==> src/sv/owb_pkg.sv <==
// shared types, timing defaults and codes for the one-wire bus master
`timescale 1ns / 1ps
package owb_pkg;

  localparam int TIME_W = 10;

  localparam logic [TIME_W-1:0] READ_TAIL_TIME = 10'd55;
  localparam logic [4:0]        PRESENCE_POLLS = 5'd20;

  localparam logic [TIME_W-1:0] DEF_RESET_LOW      = 10'd480;
  localparam logic [TIME_W-1:0] DEF_RESET_HIGH     = 10'd480;
  localparam logic [TIME_W-1:0] DEF_PRESENCE_SMP   = 10'd40;
  localparam logic [TIME_W-1:0] DEF_INIT_LOW       = 10'd3;
  localparam logic [TIME_W-1:0] DEF_WRITE_ZERO_LOW = 10'd53;
  localparam logic [TIME_W-1:0] DEF_SLOT           = 10'd60;
  localparam logic [TIME_W-1:0] DEF_RECOVERY       = 10'd10;
  localparam logic [TIME_W-1:0] DEF_READ_SAMPLE    = 10'd10;

  // register indexes
  localparam logic [2:0] REG_RESET_LOW      = 3'd0;
  localparam logic [2:0] REG_RESET_HIGH     = 3'd1;
  localparam logic [2:0] REG_PRESENCE_SMP   = 3'd2;
  localparam logic [2:0] REG_INIT_LOW       = 3'd3;
  localparam logic [2:0] REG_WRITE_ZERO_LOW = 3'd4;
  localparam logic [2:0] REG_SLOT           = 3'd5;
  localparam logic [2:0] REG_RECOVERY       = 3'd6;
  localparam logic [2:0] REG_READ_SAMPLE    = 3'd7;

  // function codes
  localparam logic [3:0] FN_TICK     = 4'd0;
  localparam logic [3:0] FN_RESET    = 4'd1;
  localparam logic [3:0] FN_PRESENCE = 4'd2;
  localparam logic [3:0] FN_RST_PRES = 4'd3;
  localparam logic [3:0] FN_WBIT     = 4'd4;
  localparam logic [3:0] FN_WBYTE    = 4'd5;
  localparam logic [3:0] FN_RBIT     = 4'd6;
  localparam logic [3:0] FN_R2BITS   = 4'd7;
  localparam logic [3:0] FN_RBYTE    = 4'd8;

  // phase codes
  localparam logic [3:0] PH_IDLE    = 4'd0;
  localparam logic [3:0] PH_RSTLOW  = 4'd1;
  localparam logic [3:0] PH_PSAMPLE = 4'd2;
  localparam logic [3:0] PH_PTAIL   = 4'd3;
  localparam logic [3:0] PH_WRLOW   = 4'd4;
  localparam logic [3:0] PH_WRHIGH  = 4'd5;
  localparam logic [3:0] PH_RDLOW   = 4'd6;
  localparam logic [3:0] PH_RDWAIT  = 4'd7;
  localparam logic [3:0] PH_RDTAIL  = 4'd8;

  typedef struct packed {
    logic [3:0] func;
    logic [7:0] data_byte;
    logic       line_level;
  } in_item_t;

  typedef struct packed {
    logic       drive_low;
    logic       done_res;
    logic [7:0] read_data;
    logic       presence;
    logic       rejected;
  } out_item_t;

  typedef struct packed {
    logic [TIME_W-1:0] reset_low_time;
    logic [TIME_W-1:0] reset_high_time;
    logic [TIME_W-1:0] presence_sample_time;
    logic [TIME_W-1:0] init_low_time;
    logic [TIME_W-1:0] write_zero_low_time;
    logic [TIME_W-1:0] slot_time;
    logic [TIME_W-1:0] recovery_time;
    logic [TIME_W-1:0] read_sample_time;
  } cfg_t;

  typedef struct packed {
    logic [3:0]        phase;
    logic [3:0]        current_command;
    logic [TIME_W-1:0] time_left;
    logic [3:0]        bits_left;
    logic [7:0]        shift_data;
    logic [4:0]        poll_count;
    logic              last_sample;
    logic              bus_drive;
  } state_t;

endpackage

==> src/sv/owb_cfg.sv <==
// timing register file with write port
`timescale 1ns / 1ps
module owb_cfg import owb_pkg::*; (
  input  logic              clk,
  input  logic              rst,
  input  logic              cfg_wr_en,
  input  logic [2:0]        cfg_index,
  input  logic [TIME_W-1:0] cfg_data,
  output cfg_t              cfg
);

  always_ff @(posedge clk) begin
    if (rst) begin
      cfg.reset_low_time       <= DEF_RESET_LOW;
      cfg.reset_high_time      <= DEF_RESET_HIGH;
      cfg.presence_sample_time <= DEF_PRESENCE_SMP;
      cfg.init_low_time        <= DEF_INIT_LOW;
      cfg.write_zero_low_time  <= DEF_WRITE_ZERO_LOW;
      cfg.slot_time            <= DEF_SLOT;
      cfg.recovery_time        <= DEF_RECOVERY;
      cfg.read_sample_time     <= DEF_READ_SAMPLE;
    end else if (cfg_wr_en) begin
      case (cfg_index)
        REG_RESET_LOW:      cfg.reset_low_time       <= cfg_data;
        REG_RESET_HIGH:     cfg.reset_high_time      <= cfg_data;
        REG_PRESENCE_SMP:   cfg.presence_sample_time <= cfg_data;
        REG_INIT_LOW:       cfg.init_low_time        <= cfg_data;
        REG_WRITE_ZERO_LOW: cfg.write_zero_low_time  <= cfg_data;
        REG_SLOT:           cfg.slot_time            <= cfg_data;
        REG_RECOVERY:       cfg.recovery_time        <= cfg_data;
        REG_READ_SAMPLE:    cfg.read_sample_time     <= cfg_data;
        default: ;
      endcase
    end
  end

endmodule

==> src/sv/owb_step.sv <==
// next-state and result logic for one item
`timescale 1ns / 1ps
module owb_step import owb_pkg::*; (
  input  state_t    cur,
  input  in_item_t  item,
  input  cfg_t      cfg,
  output state_t    nxt,
  output out_item_t res
);

  function automatic logic [3:0] total_bits(input logic [3:0] cmd);
    logic [3:0] n;
    n = 4'd1;
    if (cmd == FN_WBYTE || cmd == FN_RBYTE) n = 4'd8;
    else if (cmd == FN_R2BITS) n = 4'd2;
    return n;
  endfunction

  function automatic state_t slot_start(input state_t s, input cfg_t c);
    state_t r;
    r = s;
    r.bus_drive = 1'b1;
    if (s.current_command == FN_WBIT || s.current_command == FN_WBYTE) begin
      r.phase     = PH_WRLOW;
      r.time_left = s.shift_data[0] ? c.init_low_time : c.write_zero_low_time;
    end else begin
      r.phase     = PH_RDLOW;
      r.time_left = c.init_low_time;
    end
    return r;
  endfunction

  function automatic state_t presence_start(input state_t s, input cfg_t c);
    state_t r;
    r = s;
    r.bus_drive   = 1'b0;
    r.phase       = PH_PSAMPLE;
    r.time_left   = c.presence_sample_time;
    r.poll_count  = 5'd0;
    r.last_sample = 1'b1;
    return r;
  endfunction

  logic [TIME_W-1:0] ptail;
  logic [3:0]        bits_dec;
  logic [3:0]        rd_idx;
  logic [7:0]        shift_after;
  logic              is_write;
  logic              fin;

  assign ptail = (cfg.reset_high_time > cfg.presence_sample_time) ?
                 (cfg.reset_high_time - cfg.presence_sample_time) : '0;
  assign is_write = (cur.current_command == FN_WBIT) || (cur.current_command == FN_WBYTE);
  assign bits_dec = cur.bits_left - 4'd1;
  assign rd_idx   = total_bits(cur.current_command) - cur.bits_left;
  assign shift_after = is_write ? (cur.shift_data >> 1) : cur.shift_data;

  always_comb begin
    nxt = cur;
    res = '0;
    fin = 1'b0;
    if (item.func inside {[FN_RESET:FN_RBYTE]}) begin
      if (cur.phase != PH_IDLE) begin
        res.rejected = 1'b1;
      end else begin
        nxt.current_command = item.func;
        nxt.shift_data      = 8'd0;
        if (item.func == FN_RESET || item.func == FN_RST_PRES) begin
          nxt.bus_drive = 1'b1;
          nxt.phase     = PH_RSTLOW;
          nxt.time_left = cfg.reset_low_time;
        end else if (item.func == FN_PRESENCE) begin
          nxt = presence_start(nxt, cfg);
        end else begin
          if (item.func == FN_WBIT) nxt.shift_data = {7'd0, item.data_byte[0]};
          else if (item.func == FN_WBYTE) nxt.shift_data = item.data_byte;
          nxt.bits_left = total_bits(item.func);
          nxt = slot_start(nxt, cfg);
        end
      end
    end else if (item.func == FN_TICK && cur.phase != PH_IDLE) begin
      if (cur.time_left > 10'd1) begin
        nxt.time_left = cur.time_left - 10'd1;
      end else begin
        nxt.time_left = '0;
        case (cur.phase)
          PH_RSTLOW: begin
            nxt.bus_drive = 1'b0;
            if (cur.current_command == FN_RESET) fin = 1'b1;
            else nxt = presence_start(nxt, cfg);
          end
          PH_PSAMPLE: begin
            nxt.last_sample = item.line_level;
            if (item.line_level && cur.poll_count < PRESENCE_POLLS) begin
              nxt.poll_count = cur.poll_count + 5'd1;
              nxt.time_left  = cfg.recovery_time;
            end else begin
              nxt.phase     = PH_PTAIL;
              nxt.time_left = ptail;
            end
          end
          PH_PTAIL: begin
            fin          = 1'b1;
            res.presence = ~cur.last_sample;
          end
          PH_WRLOW: begin
            nxt.bus_drive = 1'b0;
            nxt.phase     = PH_WRHIGH;
            nxt.time_left = cur.shift_data[0] ? cfg.slot_time : cfg.recovery_time;
          end
          PH_RDLOW: begin
            nxt.bus_drive = 1'b0;
            nxt.phase     = PH_RDWAIT;
            nxt.time_left = cfg.read_sample_time;
          end
          PH_RDWAIT: begin
            if (item.line_level) nxt.shift_data[rd_idx[2:0]] = 1'b1;
            nxt.phase     = PH_RDTAIL;
            nxt.time_left = READ_TAIL_TIME;
          end
          PH_WRHIGH, PH_RDTAIL: begin
            nxt.bits_left  = bits_dec;
            nxt.shift_data = shift_after;
            if (bits_dec != 4'd0) begin
              nxt = slot_start(nxt, cfg);
            end else begin
              fin = 1'b1;
              if (cur.phase == PH_RDTAIL) res.read_data = shift_after;
            end
          end
          default: fin = 1'b1;
        endcase
        if (fin) begin
          res.done_res  = 1'b1;
          nxt.phase     = PH_IDLE;
          nxt.bus_drive = 1'b0;
          nxt.time_left = '0;
        end
      end
    end
    res.drive_low = nxt.bus_drive;
  end

endmodule

==> src/sv/one_wire_bus_master_unit.sv <==
// top level of the standard-speed one-wire bus master
// path: an item is held in the input register, its result in the result register
// throughput: one item per cycle while out_stall is low; the two registers
// separate the two sides so stalls on the output do not block intake at once
// reset: synchronous, clears bus state to idle with the bus released and
// loads the default timings into the configuration registers
`timescale 1ns / 1ps
module one_wire_bus_master_unit import owb_pkg::*; (
  input  logic              clk,
  input  logic              rst,
  input  logic              cfg_wr_en,
  input  logic [2:0]        cfg_index,
  input  logic [TIME_W-1:0] cfg_data,
  input  logic              in_valid,
  output logic              in_stall,
  input  in_item_t          in_data,
  output logic              out_valid,
  input  logic              out_stall,
  output out_item_t         out_data
);

  cfg_t      cfg;
  state_t    state;
  state_t    state_next;
  out_item_t res;
  in_item_t  in_reg;
  logic      in_reg_valid;
  logic      adv;

  owb_cfg u_cfg (
    .clk       (clk),
    .rst       (rst),
    .cfg_wr_en (cfg_wr_en),
    .cfg_index (cfg_index),
    .cfg_data  (cfg_data),
    .cfg       (cfg)
  );

  owb_step u_step (
    .cur  (state),
    .item (in_reg),
    .cfg  (cfg),
    .nxt  (state_next),
    .res  (res)
  );

  assign adv      = ~out_valid | ~out_stall;
  assign in_stall = in_reg_valid & ~adv;

  always_ff @(posedge clk) begin
    if (rst) begin
      in_reg_valid      <= 1'b0;
      out_valid         <= 1'b0;
      state.phase           <= PH_IDLE;
      state.current_command <= 4'd0;
      state.time_left       <= '0;
      state.bits_left       <= 4'd0;
      state.shift_data      <= 8'd0;
      state.poll_count      <= 5'd0;
      state.last_sample     <= 1'b1;
      state.bus_drive       <= 1'b0;
    end else begin
      if (in_valid && !in_stall) in_reg_valid <= 1'b1;
      else if (adv) in_reg_valid <= 1'b0;
      if (adv && in_reg_valid) begin
        out_valid <= 1'b1;
        state     <= state_next;
      end else if (!out_stall) begin
        out_valid <= 1'b0;
      end
    end
  end

  // payload registers
  always_ff @(posedge clk) begin
    if (in_valid && !in_stall) in_reg <= in_data;
    if (adv && in_reg_valid) out_data <= res;
  end

endmodule
==> config.mk <==
export PLATFORM = sky130hd
export DESIGN_NAME = one_wire_bus_master_unit
export DESIGN_NICKNAME = d
export VERILOG_FILES = /design/src/sv/owb_pkg.sv /design/src/sv/owb_cfg.sv /design/src/sv/owb_step.sv /design/src/sv/one_wire_bus_master_unit.sv
export SDC_FILE = /design/constraint.sdc
export NUM_CORES = 1
export LEC_CHECK = 0
export BUFFER_PORTS_ARGS = -buffer_cell sky130_fd_sc_hd__buf_2
export CORE_MARGIN = 10
export CORE_UTILIZATION = 43
export CTS_BUF_LIST = sky130_fd_sc_hd__clkbuf_4 sky130_fd_sc_hd__clkbuf_8 sky130_fd_sc_hd__clkbuf_16
export DETAILED_ROUTE_END_ITERATION = 10
export SYNTH_ARGS = -nofsm -noshare
export SYNTH_HDL_FRONTEND = slang
export SYNTH_SLANG_ARGS = --single-unit
==> constraint.sdc <==
create_clock -name clk -period 2.7 [get_ports clk]
set_input_delay 0.135 -clock clk [delete_from_list [all_inputs] [get_ports clk]]
set_output_delay 0.135 -clock clk [all_outputs]
set_load 0.02 [all_outputs]
==> results of run 1 <==
## area by class of cell
type / count / area [um2]
Timing Repair Buffer: 116 / 813
Fill cell: 1784 / 9170
Inverter: 29 / 109
Clock buffer: 18 / 433
Sequential cell: 144 / 3130
Tap cell: 234 / 293
Multi-Input combinational cell: 765 / 4680
Clock inverter: 14 / 144
## report_power, final
group	leakage (nW)	switching [mW]	internal, mW	total [mW]
Clock	0.286	1.05	1.31	2.36
Sequential	1.21	0.0602	2.25	2.31
Combinational	1.93	0.529	0.334	0.864
## timing repair
item                                    in CTS  in global routing
hold buffers                                15                  0
endpoints found under the setup margin       0                  4
gates resized for setup                      0                  4
hold endpoints to repair                    15                  0
## stage by stage
stage / hold WS, ns / util [%] / area [um2] / setup slack, ns
after floorplan: 0.234 / - / 8220 / 0.220
after global placement: 0.313 / 47.2 / 8860 / 0.155
after detailed placement: 0.314 / 47.2 / 8860 / 0.120
after CTS: 0.0338 / 51.1 / 9590 / 0.119
after global routing: 0.0510 / 51.2 / 9600 / 0.0204
final: 0.0377 / 51.2 / 9600 / 0.161
## critical path, cell delays in order (launching register included)
cell and delay [ns]:
dfxtp_1 0.34, or4b_2 0.66, nand2_1 0.09, ha_1 0.13, inv_1 0.05, fa_2 0.33, xor2_1 0.14, buf_4 0.16
and3b_1 0.18, o32ai_1 0.22, a211oi_1 0.10
## kinds of logic (layout without fill, tap and decap cells)
group	after synthesis	count (layout)	synth area share, %
AND/OR/NAND/NOR	441	441	26.8
AO/OA/AOI/OAI	259	259	21.3
flip-flops	144	144	38.1
buffers and inverters	99	177	5.28
multiplexers	38	38	4.64
adder cells (fa/ha/maj)	18	18	2.92
XOR/XNOR	9	9	0.959
## final timing paths
path	slack, ns	depth (start not counted)	start	to
setup / recovery	0.16	10	state[29]	state[7]
hold / removal	0.04	3	cfg_data[3]	u_cfg.cfg[43]
setup reg to reg	0.16	10	state[29]	state[7]
hold reg to reg	0.46	2	u_cfg.cfg[12]	u_cfg.cfg[12]
## cells in the final DEF, fill, tap and decap left out, drive strengths merged, types with 6 or more instances in the layout
| master | instances |
|---|---|
| nand2 | 193 |
| nor3b | 6 |
| nand3 | 28 |
| o22ai | 11 |
| dlygate4sd3 | 15 |
| nor4 | 10 |
| a31oi | 14 |
| nor2b | 18 |
| a211o | 10 |
| o32ai | 9 |
| clkbuf | 18 |
| or3 | 8 |
| edfxtp | 25 |
| nor2 | 83 |
| buf | 101 |
| a211oi | 14 |
| nand3b | 19 |
| mux2i | 37 |
| a21oi | 100 |
| ha | 16 |
| and3 | 9 |
| o211ai | 13 |
| a222oi | 7 |
| o21ai | 33 |
| dfxtp | 119 |
| nand4 | 8 |
| inv | 38 |
| or4 | 7 |
| nor3 | 21 |
| and2 | 7 |
| nand2b | 9 |
## layer usage
metal	GRT usage, %	routed length (um)
met5	0	0
met4	6.75	513
met3	3.13	1300
met2	33.9	12300
met1	25.7	11000
==> metrics.yaml, run 1 <==
cts_buffers: 17
hold_viol_final: 0
root_buffer: "clkbuf_16"
instances_no_fill: 1320
synth_seq_cells: 144
fin_skew_ns: 0.0166
num_vias: 7620
synth_ff_type: "dfxtp_1"
drtIter0Drc: 747
gp_congestion: 0.970
htreeDepth: 4
io_buffers: 44
synth-edff-count: 25
largest_reg_flops: 80
core_mm2: 0.0188
setup_viol: 0
rows: 50
placed_cells: 1273
cts.sinks: 144
gr-usage-all-layers_pct: 20.1
die_h_um: 158
status: "completed"
slew_viol_final: 0
syn_to_final_growth_pct: 16.8
cts.path.max_buffers: 2
diodes: 0
clock_latency_ns: 0.44
postRouteWirelength_um: 25100
ys_warn_count: 0
ant_nets: 0
synthCells: 1008
ys_types: 85
ioPinCount: 45
p_total_mw: 5.54
cts_tree: "built"
required_ns: 3.00
synth.area.top_cells: "dfxtp_1 29%, edfxtp_1 9.1%, nand2_1 8.8%"
path_class: "reg -> reg"
drive_gt1_share_pct: 15.6
grt_max_degree: 49
final_nets: 1122
synth-async-reset-ratio_pct: 0
tns_ns: 0
synth_area_leader_cell: "dfxtp_1"
crit_fanout: 8
worstMarginPinSlew_ns: 0.809
hold_path.class: "in -> reg"
period_share_pct: 94.0
first_pass_iters: 5
synth_area_mm2: 0.00822
cts_setup_buffers: 0
via_per_inst: 5.77
syn_area_per_cell_um2: 8.16
slew_headroom_pct: 45.6
dp_hpwl_um: 18300
fmax_mhz: 394
yosys.area.top_type_share_pct: 29.0
peakVddDrop_mv: 0.430
synth_common_cells: "192 x nand2_1, 119 x dfxtp_1, 98 x a21oi_1, 81 x nor2_1, 39 x clkbuf_1"
power_density_mw_per_mm2: 577
dieArea_mm2: 0.0250
syn_nets: 1057
fin_crit_ns: 2.54
synth-seq-area-share_pct: 38.1
grt-ovfl-total: 0
fp.dieW_um: 158
synth_most_common_cell: "nand2_1"
clk_pin_slew_ns: 0.07
antenna_found_initial: 0
critPathCaptureType: "flop"
remaining_drc_errors: 0
maxCapViolCount: 0
first_global_vias: 7022
cp-start-kind: "flop"
wl_per_cell_um: 19.0
rsz0062_at_grt: "false"
initial_core_util_pct: 43.8
grt_pass1_wl_um: 39500
p_leak_nw: 3.42
arrival_ns: 2.84
Note: power is estimated with default switching activity, not from simulation.
==> run 2: changes to the inputs <==
- SYNTH_HIERARCHICAL: default -> 1
==> run 2 against run 1 <==
Against the previous run:
- die area up 11%
- highest routed layer unchanged
- hold slack worse by 0.013 ns
- first-iteration DRC count down 13%
- clock skew down 0.0048 ns
- synthesized area up 12%
- largest power group unchanged
- clock power about the same
- worst setup slack worse by 0.019 ns
- power down 0.76%
- utilization up 1.1 points
- wire length up 11%
- cell area up 14%
- synthesized cell count up 3.2%
==> metrics.yaml, run 2 <==
status: "completed"
fin_skew_ns: 0.0118
arrival_ns: 2.92
path_cells: "buf_4 -> or4b_1 -> a21oi_1 -> o31a_1 -> nor2b_1 -> buf_4 -> a211oi_2 -> o211ai_1 -> nand2b_1 -> mux2i_1"
synthCells: 1040
ys_warn_count: 6
fin_crit_ns: 2.56
drtIter0Drc: 653
wl_per_cell_um: 19.6
remaining_drc_errors: 0
path_class: "reg -> reg"
synth_common_cells: "151 x nand2b_1, 150 x mux2i_1, 119 x dfxtp_1, 97 x nor2_1, 52 x o21ai_0"
synth-async-reset-ratio_pct: 0
dp_hpwl_um: 20700
diodes: 0
fin_util_pct: 52.2
final_cell_mix: "150 x nand2b_1, 150 x mux2i_1, 117 x dfxtp_1"
first_pass_iters: 5
path_buf_inv: 2
hold_path.class: "in -> reg"
peakVddDrop_mv: 0.452
grt_max_degree: 55
io_buffers: 44
maxCapViolCount: 0
num_vias: 8275
hold_viol_final: 0
htreeDepth: 4
initial_core_util_pct: 43.8
synth_ff_type: "dfxtp_1"
p_leak_nw: 4.36
cts.path.max_buffers: 2
grt-ovfl-total: 0
synth_seq_cells: 144
synth_area_mm2: 0.00921
via_per_inst: 5.83
cts_buffers: 17
gr-usage-all-layers_pct: 19.6
instances_no_fill: 1419
syn_to_final_growth_pct: 19.2
slew_headroom_pct: 40.0
rows: 53
postRouteWirelength_um: 27800
placed_cells: 1366
crit_top_cell: "buf_4"
fill_cells: 1960
first_global_vias: 8101
critPathCaptureType: "flop"
period_share_pct: 94.7
worst_path_largest_cell_delay_ns: 0.54
syn_nets: 1089
cts_tree: "built"
worstMarginPinSlew_ns: 0.892
fmax_mhz: 391
ant_nets: 0
ys_types: 77
synth_most_common_cell: "nand2b_1"
grt_pass1_wl_um: 44800
cp_slowest_cell: "or4b_1"
slew_viol_final: 0
synth-edff-count: 25
synth.area.top_cells: "dfxtp_1 26%, mux2i_1 16%, nand2b_1 10%"
fp.dieW_um: 166
crit_family: "simple AND/OR/NAND/NOR gates"
final_nets: 1180
power_density_mw_per_mm2: 501
drive_gt1_share_pct: 17.5
syn_area_per_cell_um2: 8.86
yosys.area.top_type_share_pct: 25.9
clock_latency_ns: 0.43
required_ns: 3.06
setup_viol: 0
gp_congestion: 0.947
largest_reg_flops: 80
cts.sinks: 144
synth-seq-area-share_pct: 34.0
core_mm2: 0.0210
clk_pin_slew_ns: 0.07
dieArea_mm2: 0.0277
root_buffer: "clkbuf_16"
antenna_found_initial: 0
crit_fanout: 20
setup_ws_ns: 0.143
cp-start-kind: "flop"
post-place-ws_ns: 0.0514
ioPinCount: 45
die_h_um: 166
synth_area_leader_cell: "dfxtp_1"
[run 2: cell count changes after synthesis, moves of 10 or more]
cell      delta
clkbuf_1    +10
nand3b_1    -16
o21ai_0     +23
mux2i_1    +113
nor3_1      -11
a21oi_1     -63
a221oi_1    +10
nor2_1      +16
nand2_1    -147
nor2b_1     -10
nand2b_1   +142
[run 2: final cells by class]
class                      instances  area (um2)  area share, %
clock buffer                      18         439           4.00
multi-input combinational        796        5730           52.2
sequential                       144        3140           28.6
inverter                          25        93.8          0.855
tap                              275         344           3.13
clock inverter                    14         143           1.30
timing repair buffer             147        1090           9.96
[run 2: metal layers]
layer	vias up	wire, um	track usage [%]
met4	0	489	5.69
met5	-	0	0
li1	3962	-	-
met3	33	1340	2.96
met1	4030	12700	25.6
met2	250	13300	32.6
[run 2: path summary, 6_finish.rpt]
| path | endpoint | cells past startpoint | start | slack, ns |
|---|---|---|---|---|
| worst max-delay path | state[20] | 10 | state[35] | 0.14 |
| worst min-delay path | u_cfg/cfg[67] | 3 | cfg_data[7] | 0.02 |
| worst max register to register | state[20] | 10 | state[35] | 0.14 |
| worst min register to register | u_cfg/cfg[60] | 2 | u_cfg/cfg[60] | 0.48 |
[run 2: cells by family after synthesis]
kind of cell | after synthesis | synth area share [%]
flops | 144 | 34.0
fa+ha+maj | 18 | 2.61
mux | 155 | 16.9
buf+inv | 100 | 4.90
compound gates | 212 | 15.8
xor+xnor | 14 | 1.33
simple gates | 397 | 24.4
[run 2: what timing repair did]
item	CTS	global route
hold buffers	19	0
setup endpoints to repair	0	17
gates resized for setup	0	17
endpoints found under the hold margin	22	0
buffers inserted	0	2
[run 2: stage by stage]
stage / total power [mW] / hold WS [ns] / cell area (um2) / TNS, ns
detailed placement: 3.13 / 0.313 / 10100 / 0
global placement: 3.13 / 0.311 / 10100 / 0
finish: 5.50 / 0.0246 / 11000 / 0
floorplan: 2.85 / 0.234 / 9210 / 0
CTS: 5.51 / 0.0143 / 10900 / 0
global route: 5.71 / 0.0273 / 11000 / -0.210
[run 2: report_power, final]
group          switching (mW)  internal (mW)
registers              0.0491           2.25
logic                   0.482          0.355
clock network            1.05           1.32
total                    1.58           3.92
[run 2: tightest hold or removal path: stages]
cell and delay [ns]:
buf_2 0.11, nor2_1 0.06, mux2i_1 0.11
